`config.mk`:
```
export PLATFORM = sky130hd
export DESIGN_NAME = wire_hit_selector_unit
export DESIGN_NICKNAME = d
export VERILOG_FILES = /design/src/whs_pkg.sv /design/src/whs_csr.sv /design/src/whs_classify.sv /design/src/whs_threshold.sv /design/src/whs_decide.sv /design/src/wire_hit_selector_unit.sv
export SDC_FILE = /design/constraint.sdc
export NUM_CORES = 1
export LEC_CHECK = 0
export BUFFER_PORTS_ARGS = -buffer_cell sky130_fd_sc_hd__buf_4
export CAP_MARGIN = 25
export CELL_PAD_IN_SITES_DETAIL_PLACEMENT = 1
export CELL_PAD_IN_SITES_GLOBAL_PLACEMENT = 1
export CORE_UTILIZATION = 45
export CTS_BUF_LIST = sky130_fd_sc_hd__clkbuf_8
export DETAILED_ROUTE_END_ITERATION = 10
export GPL_ROUTABILITY_DRIVEN = 0
export PLACE_DENSITY = 0.78
export SYNTH_ARGS = -nofsm -noshare
export SYNTH_HDL_FRONTEND = slang
export SYNTH_HIERARCHICAL = 1
export SYNTH_SLANG_ARGS = --single-unit
export TNS_END_PERCENT = 5
```
`constraint.sdc`:
```
create_clock -name clock -period 5.2 [get_ports clock]
set_clock_uncertainty 0.05 [all_clocks]
set_input_delay 0.26 -clock clock [delete_from_list [all_inputs] [get_ports clock]]
set_output_delay 0.26 -clock clock [all_outputs]
set_load 0.02 [all_outputs]
```
`src/whs_pkg.sv`:
```
// ----------------------------------------------------------------------------
// whs_pkg
// Shared types, register indexes and mode codes of the wire hit selector.
// ----------------------------------------------------------------------------
`default_nettype none

package whs_pkg;

   // Field widths.
   localparam int ChanW   = 14;
   localparam int BinW    = 14;
   localparam int ChargeW = 16;
   localparam int RmsW    = 16;
   localparam int ThrW    = 20;
   localparam int WiresW  = 14;
   localparam int ModeW   = 3;
   localparam int CsrIdxW = 3;
   localparam int CsrDatW = 20;

   // RMS threshold scale: 3.6 in Q8, and the width of the scaled RMS.
   localparam int RmsScale  = 922;
   localparam int RmsScaleW = 10;
   localparam int RmsThrW   = RmsW + RmsScaleW - 8;

   // Mode codes.
   localparam logic [ModeW-1:0] MODE_FIXED       = 3'd0;
   localparam logic [ModeW-1:0] MODE_RANGE       = 3'd1;
   localparam logic [ModeW-1:0] MODE_RMS         = 3'd2;
   localparam logic [ModeW-1:0] MODE_PLANE_NEIGH = 3'd3;
   localparam logic [ModeW-1:0] MODE_PLANE       = 3'd4;

   // Register indexes.
   localparam logic [CsrIdxW-1:0] REG_MODE    = 3'd0;
   localparam logic [CsrIdxW-1:0] REG_BASE    = 3'd1;
   localparam logic [CsrIdxW-1:0] REG_THR_U   = 3'd2;
   localparam logic [CsrIdxW-1:0] REG_THR_V   = 3'd3;
   localparam logic [CsrIdxW-1:0] REG_THR_W   = 3'd4;
   localparam logic [CsrIdxW-1:0] REG_WIRES_U = 3'd5;
   localparam logic [CsrIdxW-1:0] REG_WIRES_V = 3'd6;
   localparam logic [CsrIdxW-1:0] REG_WIRES_W = 3'd7;

   // Plane codes.
   localparam logic [1:0] PLANE_U    = 2'd0;
   localparam logic [1:0] PLANE_V    = 2'd1;
   localparam logic [1:0] PLANE_W    = 2'd2;
   localparam logic [1:0] PLANE_NONE = 2'd3;

   // Configuration register file contents.
   typedef struct packed {
      logic [ModeW-1:0]  mode;
      logic [ThrW-1:0]   base_threshold;
      logic [ThrW-1:0]   plane_u_thr;
      logic [ThrW-1:0]   plane_v_thr;
      logic [ThrW-1:0]   plane_w_thr;
      logic [WiresW-1:0] wires_u;
      logic [WiresW-1:0] wires_v;
      logic [WiresW-1:0] wires_w;
   } csr_type;

   // Word after the window and plane classification stage.
   typedef struct packed {
      logic                      valid;
      logic [ChanW-1:0]          channel;
      logic [1:0]                plane_code;
      logic [1:0]                range_plane;
      logic                      first_bin;
      logic                      last_bin;
      logic signed [ChargeW-1:0] charge;
      logic signed [ChargeW-1:0] charge_before;
      logic signed [ChargeW-1:0] charge_after;
      logic signed [ChargeW-1:0] charge_alt;
      logic [RmsThrW-1:0]        rms_thr;
   } stage1_type;

   // Word after the threshold and neighbor selection stage.
   typedef struct packed {
      logic                      valid;
      logic                      neighbor;
      logic [ChanW-1:0]          channel;
      logic [ThrW-1:0]           thr;
      logic signed [ChargeW-1:0] charge;
      logic signed [ChargeW-1:0] charge_next;
      logic signed [ChargeW-1:0] charge_prev;
      logic signed [ChargeW-1:0] charge_alt;
      logic                      alt_next;
      logic                      alt_prev;
   } stage2_type;

endpackage

`default_nettype wire

```
`src/whs_csr.sv`:
```
// ----------------------------------------------------------------------------
// whs_csr
// Configuration register file, written through a plain write port.
// ----------------------------------------------------------------------------
`default_nettype none

module whs_csr
   import whs_pkg::*;
(
   input  wire logic               clock,
   input  wire logic               reset,
   input  wire logic               csr_write_enable,
   input  wire logic [CsrIdxW-1:0] csr_index,
   input  wire logic [CsrDatW-1:0] csr_write_data,
   output csr_type                 csr
);

   csr_type csr_ff;
   csr_type csr_in;

   // Each index updates its own register, truncated to the register width.
   always_comb begin
      csr_in = csr_ff;
      if (csr_write_enable) begin
         case (csr_index)
            REG_MODE:    csr_in.mode           = csr_write_data[ModeW-1:0];
            REG_BASE:    csr_in.base_threshold = csr_write_data[ThrW-1:0];
            REG_THR_U:   csr_in.plane_u_thr    = csr_write_data[ThrW-1:0];
            REG_THR_V:   csr_in.plane_v_thr    = csr_write_data[ThrW-1:0];
            REG_THR_W:   csr_in.plane_w_thr    = csr_write_data[ThrW-1:0];
            REG_WIRES_U: csr_in.wires_u        = csr_write_data[WiresW-1:0];
            REG_WIRES_V: csr_in.wires_v        = csr_write_data[WiresW-1:0];
            REG_WIRES_W: csr_in.wires_w        = csr_write_data[WiresW-1:0];
            default:     csr_in = csr_ff;
         endcase
      end
   end

   always_ff @(posedge clock) begin
      if (reset) begin
         csr_ff <= '0;
      end else begin
         csr_ff <= csr_in;
      end
   end

   assign csr = csr_ff;

endmodule

`default_nettype wire

```
`src/whs_classify.sv`:
```
// ----------------------------------------------------------------------------
// whs_classify
// First stage: trace window check, edge bins, plane by wire range and the
// scaled RMS threshold.
// ----------------------------------------------------------------------------
`default_nettype none

module whs_classify
   import whs_pkg::*;
(
   input  wire logic                      clock,
   input  wire logic                      reset,
   input  wire csr_type                   csr,
   input  wire logic                      accept,
   input  wire logic [ChanW-1:0]          req_channel,
   input  wire logic [1:0]                req_plane_code,
   input  wire logic [BinW-1:0]           req_slice_bin,
   input  wire logic [BinW-1:0]           req_trace_start,
   input  wire logic [BinW-1:0]           req_trace_length,
   input  wire logic signed [ChargeW-1:0] req_charge,
   input  wire logic signed [ChargeW-1:0] req_charge_before,
   input  wire logic signed [ChargeW-1:0] req_charge_after,
   input  wire logic signed [ChargeW-1:0] req_charge_alt,
   input  wire logic [RmsW-1:0]           req_channel_rms,
   output stage1_type                     s1
);

   stage1_type s1_ff;
   stage1_type s1_in;

   logic [BinW:0]             trace_end;
   logic [BinW:0]             bin_plus_one;
   logic                      in_trace;
   logic [WiresW:0]           end_v;
   logic [WiresW+1:0]         end_w;
   logic [RmsW+RmsScaleW-1:0] rms_product;

   always_comb begin
      // Window: trace_start <= slice_bin < trace_start + trace_length.
      trace_end    = {1'b0, req_trace_start} + {1'b0, req_trace_length};
      bin_plus_one = {1'b0, req_slice_bin} + 1'b1;
      in_trace     = (req_slice_bin >= req_trace_start) &&
                     ({1'b0, req_slice_bin} < trace_end);

      // Plane boundaries from the wire counts.
      end_v = {1'b0, csr.wires_u} + {1'b0, csr.wires_v};
      end_w = {1'b0, end_v} + {2'b00, csr.wires_w};

      rms_product = req_channel_rms * RmsScaleW'(RmsScale);

      s1_in.valid         = accept && in_trace && (csr.mode <= MODE_PLANE);
      s1_in.channel       = req_channel;
      s1_in.plane_code    = req_plane_code;
      s1_in.first_bin     = (req_slice_bin == req_trace_start);
      s1_in.last_bin      = (bin_plus_one == trace_end);
      s1_in.charge        = req_charge;
      s1_in.charge_before = req_charge_before;
      s1_in.charge_after  = req_charge_after;
      s1_in.charge_alt    = req_charge_alt;
      s1_in.rms_thr       = rms_product[RmsW+RmsScaleW-1:8];

      if (req_channel < csr.wires_u) begin
         s1_in.range_plane = PLANE_U;
      end else if ({1'b0, req_channel} < end_v) begin
         s1_in.range_plane = PLANE_V;
      end else if ({2'b00, req_channel} < end_w) begin
         s1_in.range_plane = PLANE_W;
      end else begin
         s1_in.range_plane = PLANE_NONE;
      end
   end

   always_ff @(posedge clock) begin
      if (reset) begin
         s1_ff.valid <= 1'b0;
      end else begin
         s1_ff <= s1_in;
      end
   end

   assign s1 = s1_ff;

endmodule

`default_nettype wire

```
`src/whs_threshold.sv`:
```
// ----------------------------------------------------------------------------
// whs_threshold
// Second stage: threshold selection by mode, neighbor selection at the trace
// edges and the alternate charge tests.
// ----------------------------------------------------------------------------
`default_nettype none

module whs_threshold
   import whs_pkg::*;
(
   input  wire logic       clock,
   input  wire logic       reset,
   input  wire csr_type    csr,
   input  wire stage1_type s1,
   output stage2_type      s2
);

   stage2_type s2_ff;
   stage2_type s2_in;

   logic [1:0]              plane_sel;
   logic [ThrW-1:0]         plane_thr;
   logic signed [ChargeW+1:0] alt_x3;

   always_comb begin
      // Range modes take the plane from wire counts, the others from geometry.
      if ((csr.mode == MODE_RANGE) || (csr.mode == MODE_RMS)) begin
         plane_sel = s1.range_plane;
      end else begin
         plane_sel = s1.plane_code;
      end

      case (plane_sel)
         PLANE_U: plane_thr = csr.plane_u_thr;
         PLANE_V: plane_thr = csr.plane_v_thr;
         PLANE_W: plane_thr = csr.plane_w_thr;
         default: plane_thr = csr.base_threshold;
      endcase

      s2_in.valid    = s1.valid;
      s2_in.channel  = s1.channel;
      s2_in.charge   = s1.charge;
      s2_in.charge_alt = s1.charge_alt;
      s2_in.neighbor = (csr.mode == MODE_RANGE) || (csr.mode == MODE_RMS) ||
                       (csr.mode == MODE_PLANE_NEIGH);

      // The RMS threshold applies in plane only, and only when nonzero.
      if (csr.mode == MODE_FIXED) begin
         s2_in.thr = csr.base_threshold;
      end else if ((csr.mode == MODE_RMS) && (s1.range_plane != PLANE_NONE) &&
                   (s1.rms_thr != '0)) begin
         s2_in.thr = ThrW'(s1.rms_thr);
      end else begin
         s2_in.thr = plane_thr;
      end

      // Edge bins mirror the one neighbor that exists.
      if (s1.first_bin) begin
         s2_in.charge_next = s1.charge_after;
         s2_in.charge_prev = s1.charge_after;
      end else if (s1.last_bin) begin
         s2_in.charge_next = s1.charge_before;
         s2_in.charge_prev = s1.charge_before;
      end else begin
         s2_in.charge_next = s1.charge_after;
         s2_in.charge_prev = s1.charge_before;
      end

      alt_x3 = (ChargeW+2)'(s1.charge_alt) + ((ChargeW+2)'(s1.charge_alt) <<< 1);
      s2_in.alt_next = alt_x3 > (ChargeW+2)'(s2_in.charge_next);
      s2_in.alt_prev = alt_x3 > (ChargeW+2)'(s2_in.charge_prev);
   end

   always_ff @(posedge clock) begin
      if (reset) begin
         s2_ff.valid <= 1'b0;
      end else begin
         s2_ff <= s2_in;
      end
   end

   assign s2 = s2_ff;

endmodule

`default_nettype wire

```
`src/whs_decide.sv`:
```
// ----------------------------------------------------------------------------
// whs_decide
// Third stage: threshold compares, pass decision and the result register.
// ----------------------------------------------------------------------------
`default_nettype none

module whs_decide
   import whs_pkg::*;
(
   input  wire logic                      clock,
   input  wire logic                      reset,
   input  wire stage2_type                s2,
   output logic                           rsp_strobe,
   output logic [ChanW-1:0]               rsp_hit_channel,
   output logic signed [ChargeW-1:0]      rsp_hit_charge
);

   logic                      rsp_strobe_ff;
   logic                      rsp_strobe_in;
   logic [ChanW-1:0]          rsp_hit_channel_ff;
   logic signed [ChargeW-1:0] rsp_hit_charge_ff;
   logic                      over_self;
   logic                      over_next;
   logic                      over_prev;

   // A charge exceeds a Q4 threshold when sixteen times it is greater.
   function automatic logic above(input logic signed [ChargeW-1:0] q,
                                  input logic [ThrW-1:0] thr);
      logic signed [ChargeW+4:0] q16;
      logic signed [ChargeW+4:0] t;
      begin
         q16   = (ChargeW+5)'(q) <<< 4;
         t     = (ChargeW+5)'({1'b0, thr});
         above = q16 > t;
      end
   endfunction

   always_comb begin
      over_self = above(s2.charge, s2.thr);
      over_next = above(s2.charge_next, s2.thr);
      over_prev = above(s2.charge_prev, s2.thr);
      rsp_strobe_in = s2.valid &&
                      (over_self || (s2.neighbor &&
                       ((over_next && s2.alt_next) || (over_prev && s2.alt_prev))));
   end

   always_ff @(posedge clock) begin
      if (reset) begin
         rsp_strobe_ff <= 1'b0;
      end else begin
         rsp_strobe_ff <= rsp_strobe_in;
      end
   end

   // Result payload; neighbor modes report the alternate charge.
   always_ff @(posedge clock) begin
      rsp_hit_channel_ff <= s2.channel;
      rsp_hit_charge_ff  <= s2.neighbor ? s2.charge_alt : s2.charge;
   end

   assign rsp_strobe      = rsp_strobe_ff;
   assign rsp_hit_channel = rsp_hit_channel_ff;
   assign rsp_hit_charge  = rsp_hit_charge_ff;

endmodule

`default_nettype wire

```
`src/wire_hit_selector_unit.sv`:
```
// ----------------------------------------------------------------------------
// wire_hit_selector_unit
// Selects wire hits: drops bins outside the trace, picks a threshold by mode
// and passes charges above it, or in neighbor modes near a neighbor above it.
// ----------------------------------------------------------------------------
//
//   Channel   Handshake              Word
//   req       start / busy           channel, plane, bins, charges, rms
//   rsp       rsp_strobe (no stall)  hit_channel, hit_charge
//   csr       csr_write_enable       csr_index, csr_write_data
//
// A word is taken in every cycle; busy is always low. Its result, if any,
// shows on rsp after the three register stages (classify, threshold
// select, decide). Reset clears the stage valid bits, the result strobe and
// the configuration registers. The receiver cannot stall, so the pipeline
// never holds.
// ----------------------------------------------------------------------------
`default_nettype none

module wire_hit_selector_unit
   import whs_pkg::*;
(
   input  wire logic                      clock,
   input  wire logic                      reset,
   input  wire logic                      start,
   output logic                           busy,
   input  wire logic [ChanW-1:0]          req_channel,
   input  wire logic [1:0]                req_plane_code,
   input  wire logic [BinW-1:0]           req_slice_bin,
   input  wire logic [BinW-1:0]           req_trace_start,
   input  wire logic [BinW-1:0]           req_trace_length,
   input  wire logic signed [ChargeW-1:0] req_charge,
   input  wire logic signed [ChargeW-1:0] req_charge_before,
   input  wire logic signed [ChargeW-1:0] req_charge_after,
   input  wire logic signed [ChargeW-1:0] req_charge_alt,
   input  wire logic [RmsW-1:0]           req_channel_rms,
   output logic                           rsp_strobe,
   output logic [ChanW-1:0]               rsp_hit_channel,
   output logic signed [ChargeW-1:0]      rsp_hit_charge,
   input  wire logic                      csr_write_enable,
   input  wire logic [CsrIdxW-1:0]        csr_index,
   input  wire logic [CsrDatW-1:0]        csr_write_data
);

   csr_type    csr;
   stage1_type s1;
   stage2_type s2;
   logic       accept;

   // The pipeline takes a word in every cycle.
   assign busy   = 1'b0;
   assign accept = start && !busy;

   whs_csr u_csr (
      .clock            (clock),
      .reset            (reset),
      .csr_write_enable (csr_write_enable),
      .csr_index        (csr_index),
      .csr_write_data   (csr_write_data),
      .csr              (csr)
   );

   whs_classify u_classify (
      .clock             (clock),
      .reset             (reset),
      .csr               (csr),
      .accept            (accept),
      .req_channel       (req_channel),
      .req_plane_code    (req_plane_code),
      .req_slice_bin     (req_slice_bin),
      .req_trace_start   (req_trace_start),
      .req_trace_length  (req_trace_length),
      .req_charge        (req_charge),
      .req_charge_before (req_charge_before),
      .req_charge_after  (req_charge_after),
      .req_charge_alt    (req_charge_alt),
      .req_channel_rms   (req_channel_rms),
      .s1                (s1)
   );

   whs_threshold u_threshold (
      .clock (clock),
      .reset (reset),
      .csr   (csr),
      .s1    (s1),
      .s2    (s2)
   );

   whs_decide u_decide (
      .clock           (clock),
      .reset           (reset),
      .s2              (s2),
      .rsp_strobe      (rsp_strobe),
      .rsp_hit_channel (rsp_hit_channel),
      .rsp_hit_charge  (rsp_hit_charge)
   );

endmodule

`default_nettype wire

```
==> tab_implementation.tex, run 1 <==
\begin{tabular}{lr}
\hline
Metric & Value \\
\hline
\multicolumn{2}{l}{\textbf{Floorplanning}} \\
\# IOs & 197 \\
Effective utilization at floorplan & 45.6\% \\
Area of the die & 51700 um2 \\
Row count & 82 \\
Vert. Die Dim & 227 um \\
Width of the die & 227 um \\
Core ar. & roughly 50000 um2 \\
\multicolumn{2}{l}{\textbf{STA}} \\
Final worst path period need & 4610 ps \\
Final Max Slew Viols & 0 \\
\# setup viols final & 0 \\
RSZ-0062 raised after global routing & false \\
Hold\_ws & 54.0 ps \\
Total negative setup slack & 0 ps \\
Final count of hold timing violations & 0 \\
Worst Tran Pin Value & a little over 1000 ps \\
Share of the clock period used by the worst path after layout & just under 90\% \\
Achievable clock frequency & around 220 MHz \\
Slew margin rel. & 32.7\% \\
\multicolumn{2}{l}{\textbf{Routing}} \\
Drc violations & 0 \\
Total Routed Length & 64000 um \\
Total number of vias & 16.8k \\
First DRT Iteration DRCs & $\sim$640 \\
Average detailed-routed wire length per instance & 20.7 um \\
Number of nets with antenna violations after detailed routing & 0 \\
Drt first pass iters & 5 \\
Drt via density & 5.42 \\
\multicolumn{2}{l}{\textbf{Logic synthesis}} \\
Asr flop ratio synth & 0\% \\
EDFF count, synth & 203 \\
Dominant register cell in the synthesized netlist & edfxtp\_1 \\
YS warnings & 6 \\
Synth Area per Inst & 11.1 um2 \\
Sequential-to-total area share from yosys stat & roughly two fifths \\
Mapped Nets & between 2k and 3k \\
Instance count of the mapped netlist & 2063 \\
Synthesized flop and latch total & 361 \\
Post-synthesis instance area & 22800 um2 \\
Cell variety after synth & 88 \\
\multicolumn{2}{l}{\textbf{Hold path}} \\
Class of the tightest hold or removal check & input pin to flip-flop \\
\multicolumn{2}{l}{\textbf{Worst setup path}} \\
Startpoint kind of the worst setup timing path & flip-flop \\
Reg-to-reg setup timing slack & 590 ps \\
Slowest cell on crit path & fa\_1 \\
Required time at the endpoint of the critical path & around 5600 ps \\
CP max FO & 3 \\
Arrival time at the worst endpoint & just over 5000 ps \\
Crit-path cells & ha\_1 > fa\_1 > a211o\_1 > o211ai\_1 > nand2b\_1 > a21oi\_1 > xnor2\_1 > ha\_1 > and2\_1 > a221o\_1 > a21oi\_1 > o21bai\_1 > a21oi\_1 > xor2\_1 > ha\_1 > o21a\_1 > o21ai\_0 > a311o\_1 > a31oi\_1 \\
WS Path Type & flip-flop to flip-flop \\
Max stage delay on crit path & 450 ps \\
Kind of end point of the critical path & flip-flop \\
\multicolumn{2}{l}{\textbf{Placed design}} \\
Total of buffers placed on input and output ports & 195 \\
Post-placement cell area & around 25000 um2 \\
DP Wirelength & 47000 um \\
\multicolumn{2}{l}{\textbf{Global routing}} \\
Antenna violations before repair & 7 \\
Wire length of the first global-routing pass & 99600 um \\
Met2 usage & between 40\% and 50\% \\
Total Routing Usage GR & between 20\% and 30\% \\
Busiest metal layer after global routing & met2 \\
Overflow left after global routing & 0 \\
Global-route track usage on met3 & 4.16\% \\
Maximum number of pins on one net before global-route repair & roughly 110 \\
Met1 global-route usage & 29.5\% \\
Number of global-route vias before repair & around 18k \\
\multicolumn{2}{l}{\textbf{Final layout}} \\
Fraction of final layout cells with drive strength greater than 1 & 16.5\% \\
Post-synthesis to final-layout area growth & 18.9\% \\
Area of all placed cells without fillers & 27200 um2 \\
Filler Cells Inserted & around 5.4k \\
Net count, final & 2874 \\
Utilization of the core after routing & 54.2\% \\
\multicolumn{2}{l}{\textbf{Clock tree}} \\
Clock latency on the worst-skew pair & 660 ps \\
Clock Tree Root & clkbuf\_8 \\
Buffer count from post-CTS setup fixing & 0 \\
CTS tree & done \\
Maximum level of the CTS H-tree & 2 \\
\# clock sinks & 361 \\
Clock-pin slew on the worst setup and hold paths & 60 ps \\
Num CTS Buffers & 61 \\
Max clock buf depth & 3 \\
Cts repair resizes & 0 \\
\multicolumn{2}{l}{\textbf{Power and ir drop}} \\
Areal power density over the cells & 326 nW/um2 \\
Leakage & 12.3 nW \\
Worst ir drop on vdd & 0.192 mV \\
\multicolumn{2}{l}{\textbf{Run}} \\
Maxcap violations & 0 \\
\multicolumn{2}{l}{\textbf{Run status}} \\
Outcome & finished, final reports clean \\
\hline
\end{tabular}
-- logic make-up after synthesis --
group | Yosys count | synth area share, %
flip-flops | 361 | 40.5
adder cells (fa/ha/maj) | 340 | 20.4
AO/OA/AOI/OAI | 329 | 9.71
XOR/XNOR | 86 | 3.57
other | 1 | 0.0164
multiplexers | 201 | 9.24
AND/OR/NAND/NOR | 465 | 11.5
buffers and inverters | 280 | 4.99
-- Yosys cell counts (all sizes together) (26+ instances only) --
| cell type | instances | area [um2] |
|---|---|---|
| a21o | 35 | 263 |
| a21oi | 106 | 531 |
| buf | 33 | 211 |
| dfxtp | 158 | 3160 |
| edfxtp | 203 | 6100 |
| fa | 54 | 1080 |
| ha | 286 | 3580 |
| inv | 223 | 837 |
| mux2 | 58 | 653 |
| mux2i | 143 | 1460 |
| nand2 | 60 | 225 |
| nand2b | 162 | 1010 |
| nand3 | 26 | 130 |
| nand4 | 28 | 181 |
| nor2 | 76 | 285 |
| o21ai | 57 | 293 |
| xnor2 | 52 | 455 |
| xor2 | 30 | 270 |
-- flip-flops by register name (all words and copies together) (netlist names) --
| register | count |
|---|---|
| u_decide/rsp_hit_charge | 16 |
| u_classify/s1 | 103 |
| u_csr/csr | 125 |
| u_decide/rsp_hit_channel | 14 |
| u_threshold/s2 | 102 |
| u_decide/rsp_strobe | 1 |
-- through the flow --
stage	cells	total power [W]	setup WS, ps
after floorplan	2063	0.00530	773
after global placement	2889	0.00592	379
after detailed placement	2889	0.00609	271
after CTS	3091	0.00889	633
after global routing	3094	0.00934	326
final	3094	0.00885	593
-- power breakdown --
group	internal, W	leakage [nW]	switching, W
Sequential	0.00335	3.29	0.000156
Clock	0.00147	0.703	0.00123
Combinational	0.00117	8.27	0.00147
Total	0.00599	12.3	0.00286
-- routing by layer --
metal  routed length (um)  part of all wire, %
met1                27000                   42
met2                32000                   50
met3                 2650                  4.1
met4                 2250                  3.5
met5                   63                0.098
-- critical path: cells and delay by family, from the launching register on --
family / cells / cell delay (ps)
AO/OA/AOI/OAI: 11 / 2230
adder cells (fa/ha/maj): 4 / 1270
flip-flops: 1 / 310
XOR/XNOR: 2 / 310
AND/OR/NAND/NOR: 2 / 250
-- repair_timing --
item,4_1_cts,5_1_grt
endpoints found under the hold margin,109,0
endpoints found under the setup margin,0,0
hold buffers,88,0
-- path summary, 6_finish.rpt --
| check | startpoint | endpoint | depth (start not counted) |
|---|---|---|---|
| setup / recovery | u_csr/csr[14]$_SDFFE_PP0P_ | u_classify/s1[84]$_SDFFCE_PP0N_ | 19 |
| hold / removal | csr_write_data[10] | u_csr/csr[112]$_SDFFE_PP0P_ | 3 |
| setup reg to reg | u_csr/csr[14]$_SDFFE_PP0P_ | u_classify/s1[84]$_SDFFCE_PP0N_ | 19 |
| hold reg to reg | u_threshold/s2[92]$_DFFE_PN_ | u_decide/rsp_hit_channel[6]$_DFF_P_ | 0 |
-- cell usage in the layout, fill, tap and decap left out, types with 6 or more instances in the layout --
cell and n:
o211ai_1 6, dfxtp_1 158, or2_2 8, fa_1 54
or3_1 7, and3_1 7, o21a_1 13, clkinv_2 17
ha_1 286, nand4_1 27, clkinv_1 8, xnor2_1 52
and2_1 7, nor2b_1 17, a211oi_1 23, inv_1 230
xor2_1 29, nand3_1 26, a21oi_1 106, o21ai_0 48
mux2i_1 141, o21bai_1 7, mux2_2 57, nor4_1 9
a221o_1 17, o21ai_1 7, edfxtp_1 203, nor3_1 24
nand2b_1 162, dlygate4sd3_1 88, nand2_1 60, a21o_1 35
clkbuf_8 69, buf_4 211, nor2_1 76, a31oi_1 14
-- final cells by class --
class	count	area [um2]	share of cell area, %
Antenna cell	2	5.00	0.0184
Tap cell	672	841	3.10
Multi-Input combinational cell	1422	12400	45.8
Sequential cell	361	9260	34.1
Clock inverter	45	347	1.28
Clock buffer	69	950	3.50
Timing Repair Buffer	300	2470	9.10
Inverter	223	842	3.10
Note: power is estimated with default switching activity, not from simulation.
==> inputs of run 2 (changes only) <==
--- a/config.mk
+++ b/config.mk
@@ -7,7 +7,7 @@
 export LEC_CHECK = 0
 export BUFFER_PORTS_ARGS = -buffer_cell sky130_fd_sc_hd__buf_4
 export CAP_MARGIN = 25
-export CELL_PAD_IN_SITES_DETAIL_PLACEMENT = 1
+export CELL_PAD_IN_SITES_DETAIL_PLACEMENT = 0
 export CELL_PAD_IN_SITES_GLOBAL_PLACEMENT = 1
 export CORE_UTILIZATION = 45
 export CTS_BUF_LIST = sky130_fd_sc_hd__clkbuf_8
==> run 2 against run 1 <==
  * Die area unchanged
  * Core utilization up 0.33 points
  * Worst setup slack better by 55 ps
  * Via count decreased by 3.5%
  * Sequential share of layout area decreased by 0.20 points
  * Combinational power decreased by 5%
  * Worst hold slack improved by 4.5 ps
  * Fmax increased by 1.2%
  * Global-route usage shrank 3.0 points
  * Register-to-register slack better by 60 ps
  * Critical endpoint unchanged
  * Highest routed layer unchanged
==> tab_implementation.tex, run 2 (same netlist as run 1, synthesis figures left out) <==
\begin{tabular}{lr}
\hline
Metric & Value \\
\hline
\multicolumn{2}{l}{\textbf{Final layout}} \\
Most common cell after layout, fill and taps aside & ha\_1 \\
Net count, final & 2877 \\
Top library cells by usage in the layout, fill and taps aside & 286 x ha\_1, 236 x inv\_1, 211 x buf\_4 \\
Fraction of final layout cells with drive strength greater than 1 & between 15 and 20\% \\
Filler Cells Inserted & 4347 \\
Post-synthesis to final-layout area growth & 19.6\% \\
Biggest register & u\_csr/csr \\
Utilization of the core after routing & 54.6\% \\
Flip-flop count of the largest register, all copies and words added & 125 \\
\multicolumn{2}{l}{\textbf{Floorplanning}} \\
Core ar. & between 50000 and 60000 um2 \\
Area of the die & a little over 50000 um2 \\
Width of the die & 227 um \\
Vert. Die Dim & between 200 and 250 um \\
\# IOs & 197 \\
Row count & 82 \\
Effective utilization at floorplan & 45.6\% \\
\multicolumn{2}{l}{\textbf{Power and ir drop}} \\
Areal power density over the cells & approximately 320 nW/um2 \\
Worst ir drop on vdd & 0.187 mV \\
Leakage & 12.3 nW \\
\multicolumn{2}{l}{\textbf{Routing}} \\
First DRT Iteration DRCs & 763 \\
Drt via density & 5.23 \\
Total number of vias & about 16k \\
Drt first pass iters & 5 \\
Drc violations & 0 \\
Number of nets with antenna violations after detailed routing & 0 \\
Total Routed Length & 56000 um \\
Average detailed-routed wire length per instance & 18.1 um \\
\multicolumn{2}{l}{\textbf{Global routing}} \\
Number of global-route vias before repair & roughly 17k \\
Maximum number of pins on one net before global-route repair & roughly 110 \\
Overflow left after global routing & 0 \\
Total Routing Usage GR & roughly 22\% \\
Antenna violations before repair & 6 \\
Wire length of the first global-routing pass & slightly below 90000 um \\
\multicolumn{2}{l}{\textbf{Hold path}} \\
Class of the tightest hold or removal check & input pin to flip-flop \\
\multicolumn{2}{l}{\textbf{Run}} \\
Maxcap violations & 0 \\
\multicolumn{2}{l}{\textbf{Clock tree}} \\
\# clock sinks & 361 \\
Clock latency on the worst-skew pair & $\sim$670 ps \\
CTS tree & done \\
Num CTS Buffers & 59 \\
Maximum level of the CTS H-tree & 2 \\
Clock Tree Root & clkbuf\_8 \\
Clock-pin slew on the worst setup and hold paths & 60 ps \\
Max clock buf depth & 3 \\
\multicolumn{2}{l}{\textbf{Placed design}} \\
Total of buffers placed on input and output ports & 195 \\
Worst slack, placed & around 310 ps \\
DP Wirelength & 41500 um \\
\multicolumn{2}{l}{\textbf{STA}} \\
Worst Tran Pin Value & 997 ps \\
\# setup viols final & 0 \\
RSZ-0062 raised after global routing & false \\
Final count of hold timing violations & 0 \\
Final Max Slew Viols & 0 \\
Slew margin rel. & between 30\% and 40\% \\
Achievable clock frequency & 220 MHz \\
Share of the clock period used by the worst path after layout & 87.5\% \\
Final worst path period need & 4550 ps \\
Total negative setup slack & 0 ps \\
Setup WS post-layout & around 650 ps \\
\multicolumn{2}{l}{\textbf{Worst setup path}} \\
Arrival time at the worst endpoint & 5000 ps \\
Kind of end point of the critical path & flip-flop \\
WS Path Type & flip-flop to flip-flop \\
Startpoint kind of the worst setup timing path & flip-flop \\
Required time at the endpoint of the critical path & 5650 ps \\
Reg-to-reg setup timing slack & about 650 ps \\
CP max FO & 3 \\
\multicolumn{2}{l}{\textbf{Run status}} \\
Outcome & finished, final reports clean \\
\hline
\end{tabular}
-- run 2: where the power goes --
part / leakage (nW) / internal, W / total [W] / switching [W]
sequential: 3.29 / 0.00335 / 0.00349 / 0.000144
combinational: 8.29 / 0.00115 / 0.00251 / 0.00136
clock: 0.776 / 0.00166 / 0.00286 / 0.00119
total: 12.3 / 0.00616 / 0.00886 / 0.00270
-- run 2: per-layer routing --
metal	vias to the layer above	GRT usage [%]	routed length [um]
met3	110	4.03	2560
met5	-	0	71
li1	7993	-	-
met1	7737	28.0	25100
met4	10	7.38	1630
met2	334	37.1	26700
-- run 2: worst max-delay path, stage by stage (launching register included) --
cell and delay [ps]:
dfxtp_1 310, ha_1 230, fa_1 440, a211o_1 320, o211ai_1 160, nand2b_1 90, a21oi_1 180, xnor2_1 220
ha_1 310, and2_1 160, a221o_1 370, a21oi_1 240, o21bai_1 90, a21oi_1 180, xor2_1 90, ha_1 270
o21a_1 110, o21ai_0 70, a311o_1 320, a31oi_1 170
-- run 2: repair_timing --
action / in CTS / in global routing
hold buffers: 94 / 0
resized for setup: 0 / 0
setup buffers: 0 / 0
endpoints found under the setup margin: 0 / 0
endpoints found under the hold margin: 123 / 0
-- run 2: per-stage QoR --
step                      instances  instance area [um2]  total power, W  hold WS [ps]
after floorplan                2063                22800         0.00530           273
after global placement         2889                25000         0.00592           274
after detailed placement       2889                25000         0.00599           277
after CTS                      3095                27300         0.00896          1.59
after global routing           3096                27300         0.00941          36.6
final                          3096                27300         0.00886          58.5
-- run 2: area by class of cell --
cell class	instances	area (um2)	area share (%)
multi-input cells	1422	12400	45.5
flip-flops and latches	361	9260	33.9
repair buffers	305	2520	9.24
clock buffers	79	1090	3.98
inverters	223	842	3.08
well taps	672	841	3.08
clock inverters	33	320	1.17
diodes	1	2.50	0.00916
-- run 2: worst paths after layout --
path	start	endpoint	cells past startpoint
max	u_csr/csr[14]$_SDFFE_PP0P_	u_classify/s1[84]$_SDFFCE_PP0N_	19
min	csr_write_data[5]	u_csr/csr[67]$_SDFFE_PP0P_	3
max reg2reg	u_csr/csr[14]$_SDFFE_PP0P_	u_classify/s1[84]$_SDFFCE_PP0N_	19
min reg2reg	u_threshold/s2[89]$_DFFE_PN_	u_decide/rsp_hit_channel[3]$_DFF_P_	0
